`src/cbpg_pkg.sv`:
```
// Shared constants and types of the cubic Bezier point generator.
`timescale 1ns / 1ps
`default_nettype none
package cbpg_pkg;

  localparam int STEPS       = 100;
  localparam int T_FRAC_BITS = 16;

  localparam int COORD_W   = 16;
  localparam int NUM_REGS  = 8;
  localparam int CFG_IDX_W = 4;

  localparam int K_W    = $clog2(STEPS);
  localparam int R_W    = $clog2(2 * STEPS);
  localparam int T_INC  = (2 ** T_FRAC_BITS) / STEPS;
  localparam int T_REM  = (2 ** T_FRAC_BITS) % STEPS;
  localparam int R_INIT = STEPS / 2;

  localparam int MA_W   = (T_FRAC_BITS + 2 > COORD_W) ? T_FRAC_BITS + 2 : COORD_W;
  localparam int MB_W   = T_FRAC_BITS + 3;
  localparam int PW     = MA_W + MB_W;
  localparam int SW     = PW + 2;
  localparam int W_HALF = 2 ** (T_FRAC_BITS - 1);

  typedef logic [NUM_REGS-1:0][COORD_W-1:0] ctrl_regs_t;

  typedef enum logic [2:0] {
    ST_IDLE = 3'b001,
    ST_CALC = 3'b010,
    ST_EMIT = 3'b100
  } state_t;

  typedef enum logic [3:0] {
    OP_UU    = 4'd0,
    OP_TT    = 4'd1,
    OP_W0    = 4'd2,
    OP_W1    = 4'd3,
    OP_W2    = 4'd4,
    OP_W3    = 4'd5,
    OP_X0    = 4'd6,
    OP_Y0    = 4'd7,
    OP_X1    = 4'd8,
    OP_Y1    = 4'd9,
    OP_X2    = 4'd10,
    OP_Y2    = 4'd11,
    OP_X3    = 4'd12,
    OP_Y3    = 4'd13,
    OP_DRAIN = 4'd14
  } op_t;

  typedef struct packed {
    logic run;
    op_t  op;
  } dp_ctl_t;

  typedef struct packed {
    logic clear;
    logic step;
  } tgen_ctl_t;

endpackage
`default_nettype wire

```
`src/cbpg_tgen.sv`:
```
// Step counter and incremental t = round(k * 2^F / STEPS) generator.
`timescale 1ns / 1ps
`default_nettype none
module cbpg_tgen (
  input  logic                              clk,
  input  logic                              rst_n,
  input  cbpg_pkg::tgen_ctl_t               ctl,
  output logic [cbpg_pkg::T_FRAC_BITS-1:0]  t_val,
  output logic                              at_last
);

  logic [cbpg_pkg::K_W-1:0]         k_r, k_nxt;
  logic [cbpg_pkg::T_FRAC_BITS-1:0] q_r, q_nxt;
  logic [cbpg_pkg::R_W-1:0]         r_r, r_nxt;
  logic [cbpg_pkg::R_W-1:0]         r_sum;
  logic                             carry;

  assign at_last = (k_r == cbpg_pkg::K_W'(cbpg_pkg::STEPS - 1));
  assign t_val   = q_r;

  always_comb begin
    r_sum = r_r + cbpg_pkg::R_W'(cbpg_pkg::T_REM);
    carry = (r_sum >= cbpg_pkg::R_W'(cbpg_pkg::STEPS));
    k_nxt = k_r;
    q_nxt = q_r;
    r_nxt = r_r;
    if (ctl.clear || (ctl.step && at_last)) begin
      k_nxt = '0;
      q_nxt = '0;
      r_nxt = cbpg_pkg::R_W'(cbpg_pkg::R_INIT);
    end else if (ctl.step) begin
      k_nxt = k_r + cbpg_pkg::K_W'(1);
      q_nxt = q_r + cbpg_pkg::T_FRAC_BITS'(cbpg_pkg::T_INC)
            + cbpg_pkg::T_FRAC_BITS'(carry);
      r_nxt = carry ? (r_sum - cbpg_pkg::R_W'(cbpg_pkg::STEPS)) : r_sum;
    end
  end

  always_ff @(posedge clk) begin
    if (!rst_n) begin
      k_r <= '0;
      q_r <= '0;
      r_r <= cbpg_pkg::R_W'(cbpg_pkg::R_INIT);
    end else begin
      k_r <= k_nxt;
      q_r <= q_nxt;
      r_r <= r_nxt;
    end
  end

endmodule
`default_nettype wire

```
`src/cbpg_dpath.sv`:
```
// Shared multiplier, Bernstein weight registers and coordinate accumulators.
`timescale 1ns / 1ps
`default_nettype none
module cbpg_dpath (
  input  logic                              clk,
  input  logic                              rst_n,
  input  cbpg_pkg::dp_ctl_t                 ctl,
  input  logic [cbpg_pkg::T_FRAC_BITS-1:0]  t_val,
  input  cbpg_pkg::ctrl_regs_t              ctrl,
  output logic signed [15:0]                x_coord,
  output logic signed [15:0]                y_coord
);

  localparam int F  = cbpg_pkg::T_FRAC_BITS;
  localparam int RW = cbpg_pkg::SW - cbpg_pkg::T_FRAC_BITS;

  logic [F:0]                          u_val, t_ext;
  logic [F:0]                          u2_r, t2_r;
  logic [F+1:0]                        w0_r, w1_r, w2_r, w3_r;
  logic signed [cbpg_pkg::MA_W-1:0]    ma;
  logic signed [cbpg_pkg::MB_W-1:0]    mb;
  logic signed [cbpg_pkg::PW-1:0]      prod_nxt, prod_r;
  cbpg_pkg::op_t                       pop_r;
  logic                                pvld_r;
  logic [cbpg_pkg::PW-1:0]             wsum;
  logic [F:0]                          wrnd;
  logic [F+1:0]                        wrnd3;
  logic signed [cbpg_pkg::SW-1:0]      pext;
  logic signed [cbpg_pkg::SW-1:0]      accx_r, accy_r;

  function automatic logic signed [15:0] sat_round(input logic signed [cbpg_pkg::SW-1:0] a);
    logic signed [cbpg_pkg::SW-1:0] v;
    logic signed [RW-1:0]           r;
    logic signed [15:0]             res;
    v = a + cbpg_pkg::SW'(cbpg_pkg::W_HALF);
    r = RW'(v >>> F);
    if (!r[RW-1] && (|r[RW-2:15])) begin
      res = 16'sh7fff;
    end else if (r[RW-1] && !(&r[RW-2:15])) begin
      res = 16'sh8000;
    end else begin
      res = r[15:0];
    end
    return res;
  endfunction

  assign t_ext = {1'b0, t_val};
  assign u_val = {1'b1, F'(0)} - t_ext;

  always_comb begin
    ma = '0;
    mb = '0;
    unique case (ctl.op)
      cbpg_pkg::OP_UU: begin
        ma = cbpg_pkg::MA_W'(u_val);
        mb = cbpg_pkg::MB_W'(u_val);
      end
      cbpg_pkg::OP_TT: begin
        ma = cbpg_pkg::MA_W'(t_ext);
        mb = cbpg_pkg::MB_W'(t_ext);
      end
      cbpg_pkg::OP_W0: begin
        ma = cbpg_pkg::MA_W'(u2_r);
        mb = cbpg_pkg::MB_W'(u_val);
      end
      cbpg_pkg::OP_W1: begin
        ma = cbpg_pkg::MA_W'(u2_r);
        mb = cbpg_pkg::MB_W'(t_ext);
      end
      cbpg_pkg::OP_W2: begin
        ma = cbpg_pkg::MA_W'(u_val);
        mb = cbpg_pkg::MB_W'(t2_r);
      end
      cbpg_pkg::OP_W3: begin
        ma = cbpg_pkg::MA_W'(t2_r);
        mb = cbpg_pkg::MB_W'(t_ext);
      end
      cbpg_pkg::OP_X0: begin
        ma = cbpg_pkg::MA_W'($signed(ctrl[0]));
        mb = cbpg_pkg::MB_W'(w0_r);
      end
      cbpg_pkg::OP_Y0: begin
        ma = cbpg_pkg::MA_W'($signed(ctrl[1]));
        mb = cbpg_pkg::MB_W'(w0_r);
      end
      cbpg_pkg::OP_X1: begin
        ma = cbpg_pkg::MA_W'($signed(ctrl[2]));
        mb = cbpg_pkg::MB_W'(w1_r);
      end
      cbpg_pkg::OP_Y1: begin
        ma = cbpg_pkg::MA_W'($signed(ctrl[3]));
        mb = cbpg_pkg::MB_W'(w1_r);
      end
      cbpg_pkg::OP_X2: begin
        ma = cbpg_pkg::MA_W'($signed(ctrl[4]));
        mb = cbpg_pkg::MB_W'(w2_r);
      end
      cbpg_pkg::OP_Y2: begin
        ma = cbpg_pkg::MA_W'($signed(ctrl[5]));
        mb = cbpg_pkg::MB_W'(w2_r);
      end
      cbpg_pkg::OP_X3: begin
        ma = cbpg_pkg::MA_W'($signed(ctrl[6]));
        mb = cbpg_pkg::MB_W'(w3_r);
      end
      cbpg_pkg::OP_Y3: begin
        ma = cbpg_pkg::MA_W'($signed(ctrl[7]));
        mb = cbpg_pkg::MB_W'(w3_r);
      end
      default: begin
        ma = '0;
        mb = '0;
      end
    endcase
  end

  assign prod_nxt = ma * mb;

  // weight products are never negative
  assign wsum  = $unsigned(prod_r) + cbpg_pkg::PW'(cbpg_pkg::W_HALF);
  assign wrnd  = wsum[F +: F+1];
  assign wrnd3 = {wrnd, 1'b0} + (F+2)'(wrnd);
  assign pext  = cbpg_pkg::SW'(prod_r);

  always_ff @(posedge clk) begin
    if (!rst_n) begin
      pvld_r <= 1'b0;
    end else begin
      pvld_r <= ctl.run && (ctl.op != cbpg_pkg::OP_DRAIN);
    end
  end

  always_ff @(posedge clk) begin
    prod_r <= prod_nxt;
    pop_r  <= ctl.op;
    if (ctl.run && (ctl.op == cbpg_pkg::OP_UU)) begin
      accx_r <= '0;
      accy_r <= '0;
    end else if (pvld_r) begin
      unique case (pop_r)
        cbpg_pkg::OP_UU: u2_r <= wrnd;
        cbpg_pkg::OP_TT: t2_r <= wrnd;
        cbpg_pkg::OP_W0: w0_r <= (F+2)'(wrnd);
        cbpg_pkg::OP_W1: w1_r <= wrnd3;
        cbpg_pkg::OP_W2: w2_r <= wrnd3;
        cbpg_pkg::OP_W3: w3_r <= (F+2)'(wrnd);
        cbpg_pkg::OP_X0, cbpg_pkg::OP_X1,
        cbpg_pkg::OP_X2, cbpg_pkg::OP_X3: accx_r <= accx_r + pext;
        cbpg_pkg::OP_Y0, cbpg_pkg::OP_Y1,
        cbpg_pkg::OP_Y2, cbpg_pkg::OP_Y3: accy_r <= accy_r + pext;
        default: ;
      endcase
    end
  end

  assign x_coord = sat_round(accx_r);
  assign y_coord = sat_round(accy_r);

endmodule
`default_nettype wire

```
`src/cubic_bezier_point_generator_top.sv`:
```
// Top level of the cubic Bezier point generator: config, sequencer, output register.
// A restart item sends a pen-up move to control point 0 via the EMIT state and the
// output register. Each advance item on an active curve yields the next pen-down
// point B(k/STEPS); its 14 products (six for the Bernstein weights, eight for the
// coordinates) pass one by one through a single multiplier, and no new item is
// taken until the point is emitted. Advance items on an idle curve are taken and
// give nothing. in_ready stays high while a finished item waits in the output
// register; the block then holds the next result until it drains.
`timescale 1ns / 1ps
`default_nettype none
module cubic_bezier_point_generator_top (
  input  logic                            clk,
  input  logic                            rst_n,
  input  logic                            cfg_we,
  input  logic [cbpg_pkg::CFG_IDX_W-1:0]  cfg_index,
  input  logic [15:0]                     cfg_wdata,
  input  logic                            in_valid,
  output logic                            in_ready,
  input  logic                            in_restart,
  output logic                            out_valid,
  input  logic                            out_ready,
  output logic signed [15:0]              out_x_coord,
  output logic signed [15:0]              out_y_coord,
  output logic                            out_pen_down,
  output logic                            out_last
);

  cbpg_pkg::state_t                 state_r, state_nxt;
  cbpg_pkg::op_t                    op_r, op_nxt;
  cbpg_pkg::ctrl_regs_t             ctrl_r;
  logic                             active_r, active_nxt;
  logic                             mv_r, mv_nxt;
  logic                             last_r, last_nxt;
  logic                             out_valid_r;
  logic signed [15:0]               out_x_r, out_y_r;
  logic                             out_pen_r, out_last_r;
  logic                             in_acc, out_free, emit;
  logic [cbpg_pkg::T_FRAC_BITS-1:0] t_val;
  logic                             at_last;
  logic signed [15:0]               pt_x, pt_y;
  cbpg_pkg::tgen_ctl_t              tg_ctl;
  cbpg_pkg::dp_ctl_t                dp_ctl;

  assign in_ready = (state_r == cbpg_pkg::ST_IDLE);
  assign in_acc   = in_valid && in_ready;
  assign out_free = !out_valid_r || out_ready;
  assign emit     = (state_r == cbpg_pkg::ST_EMIT) && out_free;

  assign tg_ctl.clear = in_acc && in_restart;
  assign tg_ctl.step  = emit && !mv_r;
  assign dp_ctl.run   = (state_r == cbpg_pkg::ST_CALC);
  assign dp_ctl.op    = op_r;

  cbpg_tgen u_tgen (
    .clk     (clk),
    .rst_n   (rst_n),
    .ctl     (tg_ctl),
    .t_val   (t_val),
    .at_last (at_last)
  );

  cbpg_dpath u_dpath (
    .clk     (clk),
    .rst_n   (rst_n),
    .ctl     (dp_ctl),
    .t_val   (t_val),
    .ctrl    (ctrl_r),
    .x_coord (pt_x),
    .y_coord (pt_y)
  );

  always_comb begin
    state_nxt  = state_r;
    op_nxt     = op_r;
    active_nxt = active_r;
    mv_nxt     = mv_r;
    last_nxt   = last_r;
    unique case (state_r)
      cbpg_pkg::ST_IDLE: begin
        if (in_acc) begin
          if (in_restart) begin
            mv_nxt     = 1'b1;
            active_nxt = 1'b1;
            state_nxt  = cbpg_pkg::ST_EMIT;
          end else if (active_r) begin
            mv_nxt    = 1'b0;
            last_nxt  = at_last;
            op_nxt    = cbpg_pkg::OP_UU;
            state_nxt = cbpg_pkg::ST_CALC;
          end
        end
      end
      cbpg_pkg::ST_CALC: begin
        if (op_r == cbpg_pkg::OP_DRAIN) begin
          state_nxt = cbpg_pkg::ST_EMIT;
        end else begin
          op_nxt = cbpg_pkg::op_t'(op_r + 4'd1);
        end
      end
      cbpg_pkg::ST_EMIT: begin
        if (out_free) begin
          if (!mv_r && last_r) begin
            active_nxt = 1'b0;
          end
          state_nxt = cbpg_pkg::ST_IDLE;
        end
      end
      default: state_nxt = cbpg_pkg::ST_IDLE;
    endcase
  end

  always_ff @(posedge clk) begin
    if (!rst_n) begin
      state_r     <= cbpg_pkg::ST_IDLE;
      op_r        <= cbpg_pkg::OP_UU;
      active_r    <= 1'b0;
      mv_r        <= 1'b0;
      last_r      <= 1'b0;
      out_valid_r <= 1'b0;
      ctrl_r      <= '0;
    end else begin
      state_r  <= state_nxt;
      op_r     <= op_nxt;
      active_r <= active_nxt;
      mv_r     <= mv_nxt;
      last_r   <= last_nxt;
      if (emit) begin
        out_valid_r <= 1'b1;
      end else if (out_ready) begin
        out_valid_r <= 1'b0;
      end
      if (cfg_we && (cfg_index < cbpg_pkg::CFG_IDX_W'(cbpg_pkg::NUM_REGS))) begin
        ctrl_r[cfg_index[2:0]] <= cfg_wdata;
      end
    end
  end

  always_ff @(posedge clk) begin
    if (emit) begin
      if (mv_r) begin
        out_x_r    <= $signed(ctrl_r[0]);
        out_y_r    <= $signed(ctrl_r[1]);
        out_pen_r  <= 1'b0;
        out_last_r <= 1'b0;
      end else begin
        out_x_r    <= pt_x;
        out_y_r    <= pt_y;
        out_pen_r  <= 1'b1;
        out_last_r <= last_r;
      end
    end
  end

  assign out_valid    = out_valid_r;
  assign out_x_coord  = out_x_r;
  assign out_y_coord  = out_y_r;
  assign out_pen_down = out_pen_r;
  assign out_last     = out_last_r;

endmodule
`default_nettype wire

```
`config.mk`:
```
export PLATFORM = sky130hd
export DESIGN_NAME = cubic_bezier_point_generator_top
export DESIGN_NICKNAME = d
export VERILOG_FILES = /design/src/cbpg_pkg.sv /design/src/cbpg_tgen.sv /design/src/cbpg_dpath.sv /design/src/cubic_bezier_point_generator_top.sv
export SDC_FILE = /design/constraint.sdc
export NUM_CORES = 2
export LEC_CHECK = 0
export ABC_AREA = 1
export BUFFER_PORTS_ARGS = -buffer_cell sky130_fd_sc_hd__buf_2
export CAP_MARGIN = 20
export CORE_MARGIN = 3
export CORE_UTILIZATION = 60
export CTS_CLUSTER_DIAMETER = 80
export DETAILED_ROUTE_END_ITERATION = 10
export HOLD_SLACK_MARGIN = 0.08
export PLACE_DENSITY = 0.78
export SKIP_CTS_REPAIR_TIMING = 1
export SYNTH_ARGS = -nofsm -noshare
export SYNTH_HDL_FRONTEND = slang
export SYNTH_HIERARCHICAL = 1
export SYNTH_SLANG_ARGS = --single-unit
```
`constraint.sdc`:
```
create_clock -name clk -period 18.19 [get_ports clk]
set_input_delay 2.7285 -clock clk [delete_from_list [all_inputs] [get_ports clk]]
set_output_delay 2.7285 -clock clk [all_outputs]
set_load 0.02 [all_outputs]
```
[Yosys cells after proc, flatten, opt, wreduce, memory -nomap -nowiden]
Cells that the tools add are included.
Word-level totals
  bits in registers: 428
  word-level logic and storage cells: 183
Operators by class
  add/sub/neg operators: 13
  $mul: 1
  order comparisons: 4
  eq/ne operators: 41
  multiplexer cells: 33
  bitwise logic cells: 3
  reductions and logical operators: 56
Operators by type and width (number)
  $pmux W18 S12: 1
  $bwmux W128: 1
  $pmux W18 S7: 1
  $mux W16: 7
  $add A39 B17 Y39 const B: 2
  $add A39 B37 Y39: 2
  $eq A4 B4 Y1 const B: 13
  $demux W16 S3: 1
  $mul A18 B19 Y37: 1
  $add A33 B16 Y33 const B: 1
  $eq A4 B3 Y1 const B: 8
  $reduce_and A3 Y1: 7
  $add A18 B17 Y18: 1
  $sub A17 B16 Y17 const A: 1
  $add A16 B1 Y16: 1
  $add A16 B10 Y16 const B: 1
  $eq A4 B2 Y1 const B: 4
  $mux W4: 4
  $reduce_or A2 Y1: 8
  $mux W3: 5
  $logic_and A1 B1 Y1: 14
  $reduce_and A7 Y1: 2
  $reduce_or A7 Y1: 2
  $reduce_and A5 Y1: 2
  31 further kinds: 61

[Depth between registers and ports, before layout]
  depth after elaboration: 7
  mapped depth: 38
  gate-level depth less buffers: 38

[Hierarchy]
The synthesis kept the hierarchy.
Modules (own cells, without submodules)
  cbpg_dpath: times used 1, cells each 4187, area each 28828.9 um^2, seq. area each 5525.3 um^2
  cubic_bezier_point_generator_top: times used 1, cells each 826, area each 6846.6 um^2, seq. area each 3803.6 um^2
  cbpg_tgen: times used 1, cells each 241, area each 1589.0 um^2, seq. area each 580.6 um^2

[Least setup slack after synthesis]
Ideal clock, no wire load.
  path type: register to register
  start: register u_tgen.q_r, in the netlist u_tgen/t_val[1]
  end: register u_dpath/prod_r[35] (netlist bit)
  library setup time: 0.072 ns
  arrival time: 6.251 ns
  data required time: 18.118 ns
  setup slack: 11.867 ns
  stages on the path, launching flop included: 34
  buffers on the path: 1
  path through: dfxtp_1 > inv_1 > ha_1 > nand3_1 > nor2_1 > nand2_1 > inv_1 > nand2_1 > nor2_1 > nor2_1 > nor3_1 > nor2_2 > inv_2 > buf_2 > nand2_1 > fa_1 > inv_1 > fa_1 > inv_1 > fa_1 > inv_1 > fa_1 > fa_1 > inv_1 > fa_1 > inv_1 > ha_1 > nand2_1 > nor2_1 > nand2_1 > o21ai_0 > nand3_1 > nand2_1 > xor2_1
Between the ends
  word-level cells in the longest chain between the ends: 3
  elaborated cells on any way between the ends: 4
  those cells by class: 1 x add/sub; 1 x mul; 2 x mux
Ends and longest elaborated chain
  start, declared: RTL line cbpg_tgen.sv:13  | logic [cbpg_pkg::T_FRAC_BITS-1:0] q_r, q_nxt;
  start signal, assigned: RTL line cbpg_tgen.sv:46  | q_r <= q_nxt;
  $sub A17 B16 Y17: RTL line cbpg_dpath.sv:48  | assign u_val = {1'b1, F'(0)} - t_ext;
  $pmux W18 S12 or $pmux W18 S7 (tied branches): RTL line cbpg_dpath.sv:53  | unique case (ctl.op)
  $mul A18 B19 Y37 (*): RTL line cbpg_dpath.sv:117  | assign prod_nxt = ma * mb;
  net u_dpath.prod_nxt, one bit: RTL line cbpg_dpath.sv:22  | logic signed [cbpg_pkg::PW-1:0] prod_nxt, prod_r;
  end signal, assigned: RTL line cbpg_dpath.sv:134  | prod_r <= prod_nxt;
  end, declared: RTL line cbpg_dpath.sv:22
The timed path passes the listed nets; every way through them passes the cells marked *.
A chain may end at the register's enable or synchronous reset.

[Worst setup path after layout]
  start: register op_r[0]
  end: register u_dpath/prod_r[35] (netlist bit)
Between the ends
  word-level cells in the longest chain between the ends: 4
  elaborated cells on any way between the ends: 25
  those cells by class: 1 x mul; 13 x eq/ne; 2 x mux; 9 x reduce/logical
Ends and longest elaborated chain
  start, declared: RTL line cubic_bezier_point_generator_top.sv:29  | cbpg_pkg::op_t op_r, op_nxt;
  start signal, assigned: RTL line cubic_bezier_point_generator_top.sv:115  | op_r <= cbpg_pkg::OP_UU;
  start signal, assigned: RTL line cubic_bezier_point_generator_top.sv:123  | op_r <= op_nxt;
  $eq A4 B3 Y1 (tied with other cells): RTL line cbpg_dpath.sv:53
  $reduce_or A2 Y1 (no source line) or $reduce_or A3 Y1 (tied branches)
  $pmux W18 S12 or $pmux W18 S7 (tied branches): RTL line cbpg_dpath.sv:53
  $mul A18 B19 Y37 (*): RTL line cbpg_dpath.sv:117
  net u_dpath.prod_nxt, one bit: RTL line cbpg_dpath.sv:22
Marked as above.

==> metrics.yaml <==
critical_path:
  cp.arrival_ps: 8820
  end_kind: "register"
  path_class: "reg -> reg"
  critical_path_required_ps: 18730
  cp_slowest_cell: "fa_1"
  worstSetupStartpointType: "register"
  crit_family: "adder cells"
  slowest_delay_ps: 620
  timing.rr.start: "op_r[0]"
  cp_max_fo: 19
  crit_top_cell: "fa_1"
  cp.buffers_inverters: 7
  crit_start: "op_r[0]"
drt:
  vias: 34472
  routed_wl_um: 121000
  first_pass_iters: 7
  antenna_left: 0
  drt-initial-drc-count: 3540
  vias_per_cell: 5.62
  remaining_drc_errors: 0
  wire_per_inst_um: 19.8
timing:
  timing.hold.ws_ps: 485
  slew_headroom: 0.325
  slew_violations: 0
  rsz0062_at_grt: "no"
  final.setup.worst_slack_ps: 9910
  setup_viol_count_final: 0
  skew_ps: 35.6
  fmax_mhz: 121
  fin_setup_tns_ps: 0
  hold_viol_final: 0
  fin_crit_sh: 0.455
  post-route-min-period_ps: 8280
  worst_slew_pin_slew_ps: 1010
logic_synthesis:
  synth_cell_types: 61
  async_reset_ff_frac: 0
  synth_edf_count: 138
  synth_top_cell_by_area: "dfxtp_1"
  yosysWarningCount: 6
  ys.flop_type: "dfxtp_1"
  seq_area_frac_synth: 0.266
  syn_inst: 5254
  postSynthAreaPerCell_um2: 7.09
  ys_ff_latch: 426
  synth_area_mm2: 0.0373
  synth.net_count: 5774
  synthTopCellsByArea: "dfxtp_1, fa_1, nand2_1"
  netlist.area_leader.share: 0.155
power_and_ir_drop:
  power.share.switching: 0.440
  p_sw_uw: 1730
  vdd_ir_drop_max_uv: 84.4
  p_int_uw: 2190
  p_per_area_mw_per_mm2: 98.6
  p_leak_uw: 0.0207
  combPwrFrac: 0.435
  p_seq_frac: 0.307
  clkPwrFrac: 0.259
floorplanning:
  core_mm2: 0.0609
  start_util: 0.612
  die_w_um: 255
  pin_count: 62
  die_area_mm2: 0.0651
  die_h_um: 255
  num_rows: 90
job:
  maxCapViolCount: 0
global_route:
  grt_pass1_vias: 32168
  gr-total-overflow: 0
  grt_pass1_wl_um: 185000
  grt_start_max_net_pins: 79
  antenna_found_initial: 3
  grt_use_total: 0.372
placed_design:
  dpl-instance-area_mm2: 0.0380
  preCtsSetupSlack_ps: 10070
  io_buffers: 61
  gp_congestion: 1.02
  dp_hpwl_um: 95200
clock_network:
  h-tree-depth: 2
  clock-sinks: 426
  cts_tree: "built"
  path_clk_slew_ps: 60
  clk_latency_ps: 610
  clock-root-buffer: "clkbuf_16"
  cts_made_buffers: 48
  clk_path_buf_depth: 3
min_path:
  worstHoldPathType: "reg -> reg"
  hp-start: "last_r"
outcome:
  status: "finished, final reports clean"
layout:
  post-route-cell-area_mm2: 0.0398
  drive_above_1_share: 0.0562
  fin_nets: 5781
  area_growth_pct: 6.71
[cell type report]
| type | instances | area [um2] |
|---|---|---|
| diodes | 3 | 7.51 |
| clock buffers | 62 | 1340 |
| clock inverters | 28 | 320 |
| fillers | 5546 | 21200 |
| inverters | 942 | 3560 |
| multi-input cells | 3750 | 23000 |
| flip-flops and latches | 426 | 9910 |
| well taps | 828 | 1040 |
| repair buffers | 93 | 597 |
[metrics by stage]
| stage | std cells | utilization | power (uW) |
|---|---|---|---|
| after floorplan | 5254 | - | 2320 |
| after detailed placement | 6036 | 0.624 | 2860 |
| after global routing | 6131 | 0.653 | 4150 |
| after global placement | 6035 | 0.624 | 2850 |
| after CTS | 6126 | 0.652 | 3890 |
| final | 6132 | 0.653 | 3920 |
[cell usage in the layout, fill, tap and decap left out, types with 6 or more instances in the layout]
cell type | netlist | layout
nor2_4 | 14 | 16
nand2_2 | 6 | 6
and2_1 | 6 | 6
o22ai_1 | 12 | 12
edfxtp_1 | 138 | 138
a21oi_1 | 190 | 190
nand2_1 | 1338 | 1338
buf_4 | 14 | 29
clkbuf_16 | 0 | 48
clkinv_1 | 3 | 8
xnor2_1 | 31 | 31
o21bai_1 | 8 | 8
xor2_1 | 105 | 105
clkinv_2 | 0 | 6
a22oi_1 | 6 | 6
nor3_1 | 56 | 53
inv_2 | 26 | 26
a221oi_1 | 10 | 10
nor2_2 | 37 | 37
o2111ai_1 | 6 | 6
buf_2 | 51 | 60
a211oi_1 | 11 | 11
nand4_1 | 42 | 42
nor2_1 | 776 | 774
o21ai_1 | 24 | 24
dfxtp_1 | 288 | 288
nor3_2 | 8 | 11
ha_1 | 235 | 235
a22o_1 | 18 | 18
nand3_1 | 244 | 244
inv_1 | 905 | 904
inv_4 | 8 | 9
a31oi_1 | 10 | 10
nand3b_1 | 8 | 8
o21ai_0 | 238 | 238
fa_1 | 259 | 259
o211ai_1 | 6 | 6
clkbuf_8 | 0 | 9
a21o_1 | 7 | 7
[worst paths after layout]
kind,to,cells past startpoint,slack [ps]
min reg2reg,last_r,2,480
max reg2reg,u_dpath/prod_r[35],29,9910
min,last_r,2,480
max,u_dpath/prod_r[35],29,9910
[Yosys cell counts (10+ instances only)]
| cell | count |
|---|---|
| o21ai_0 | 238 |
| o21ai_1 | 24 |
| buf_6 | 24 |
| o22ai_1 | 12 |
| clkbuf_1 | 42 |
| a22o_1 | 18 |
| nor2_2 | 37 |
| edfxtp_1 | 138 |
| xor2_1 | 105 |
| nand4_1 | 42 |
| nand3_1 | 244 |
| fa_1 | 259 |
| nor2_1 | 776 |
| a31oi_1 | 10 |
| xnor2_1 | 31 |
| inv_2 | 26 |
| a211oi_1 | 11 |
| nand2_1 | 1338 |
| dfxtp_1 | 288 |
| ha_1 | 235 |
| nor3_1 | 56 |
| buf_2 | 51 |
| nor2_4 | 14 |
| buf_4 | 14 |
| a21oi_1 | 190 |
| a221oi_1 | 10 |
| inv_1 | 905 |
[sequential cells by signal, indices dropped and copies added, names as in the netlist, 17 cells and up]
register and count:
ctrl_r 128, u_dpath/accx_r 39, u_dpath/accy_r 39, u_dpath/prod_r 37, u_dpath/t2_r 17, u_dpath/u2_r 17
u_dpath/w0_r 17, u_dpath/w1_r 18, u_dpath/w2_r 18, u_dpath/w3_r 17
[worst min-delay path: cells and delay by family, from the launching register on]
family	cells	cell delay, ps
AND/OR/NAND/NOR	1	70
flip-flops	1	320
AO/OA/AOI/OAI	1	50
[kinds of logic (layout without fill, tap and decap cells)]
family / after synthesis / in the layout / share of synthesized area
adder cells (fa/ha/maj): 494 / 494 / 0.218
buffers and inverters: 1078 / 1125 / 0.118
AND/OR/NAND/NOR: 2560 / 2560 / 0.282
other: 0 / 3 / 0
XOR/XNOR: 136 / 136 / 0.0320
flip-flops: 426 / 426 / 0.266
AO/OA/AOI/OAI: 560 / 560 / 0.0838
[metal layers]
metal	up-vias	GRT usage	wire length, um
li1	16310	-	-
met1	16220	0.515	50700
met2	1670	0.572	52500
met3	270	0.0751	12700
met4	2	0.158	5560
met5	-	0	11
[power groups by stage]
stage	Combinational (uW)	Clock [uW]	Sequential, uW
after floorplan	1170	0	1150
after global placement	1630	0	1220
after detailed placement	1650	0	1220
after CTS	1670	1020	1200
after global routing	1890	1060	1200
final	1710	1010	1200
Note: power is estimated with default switching activity, not from simulation.
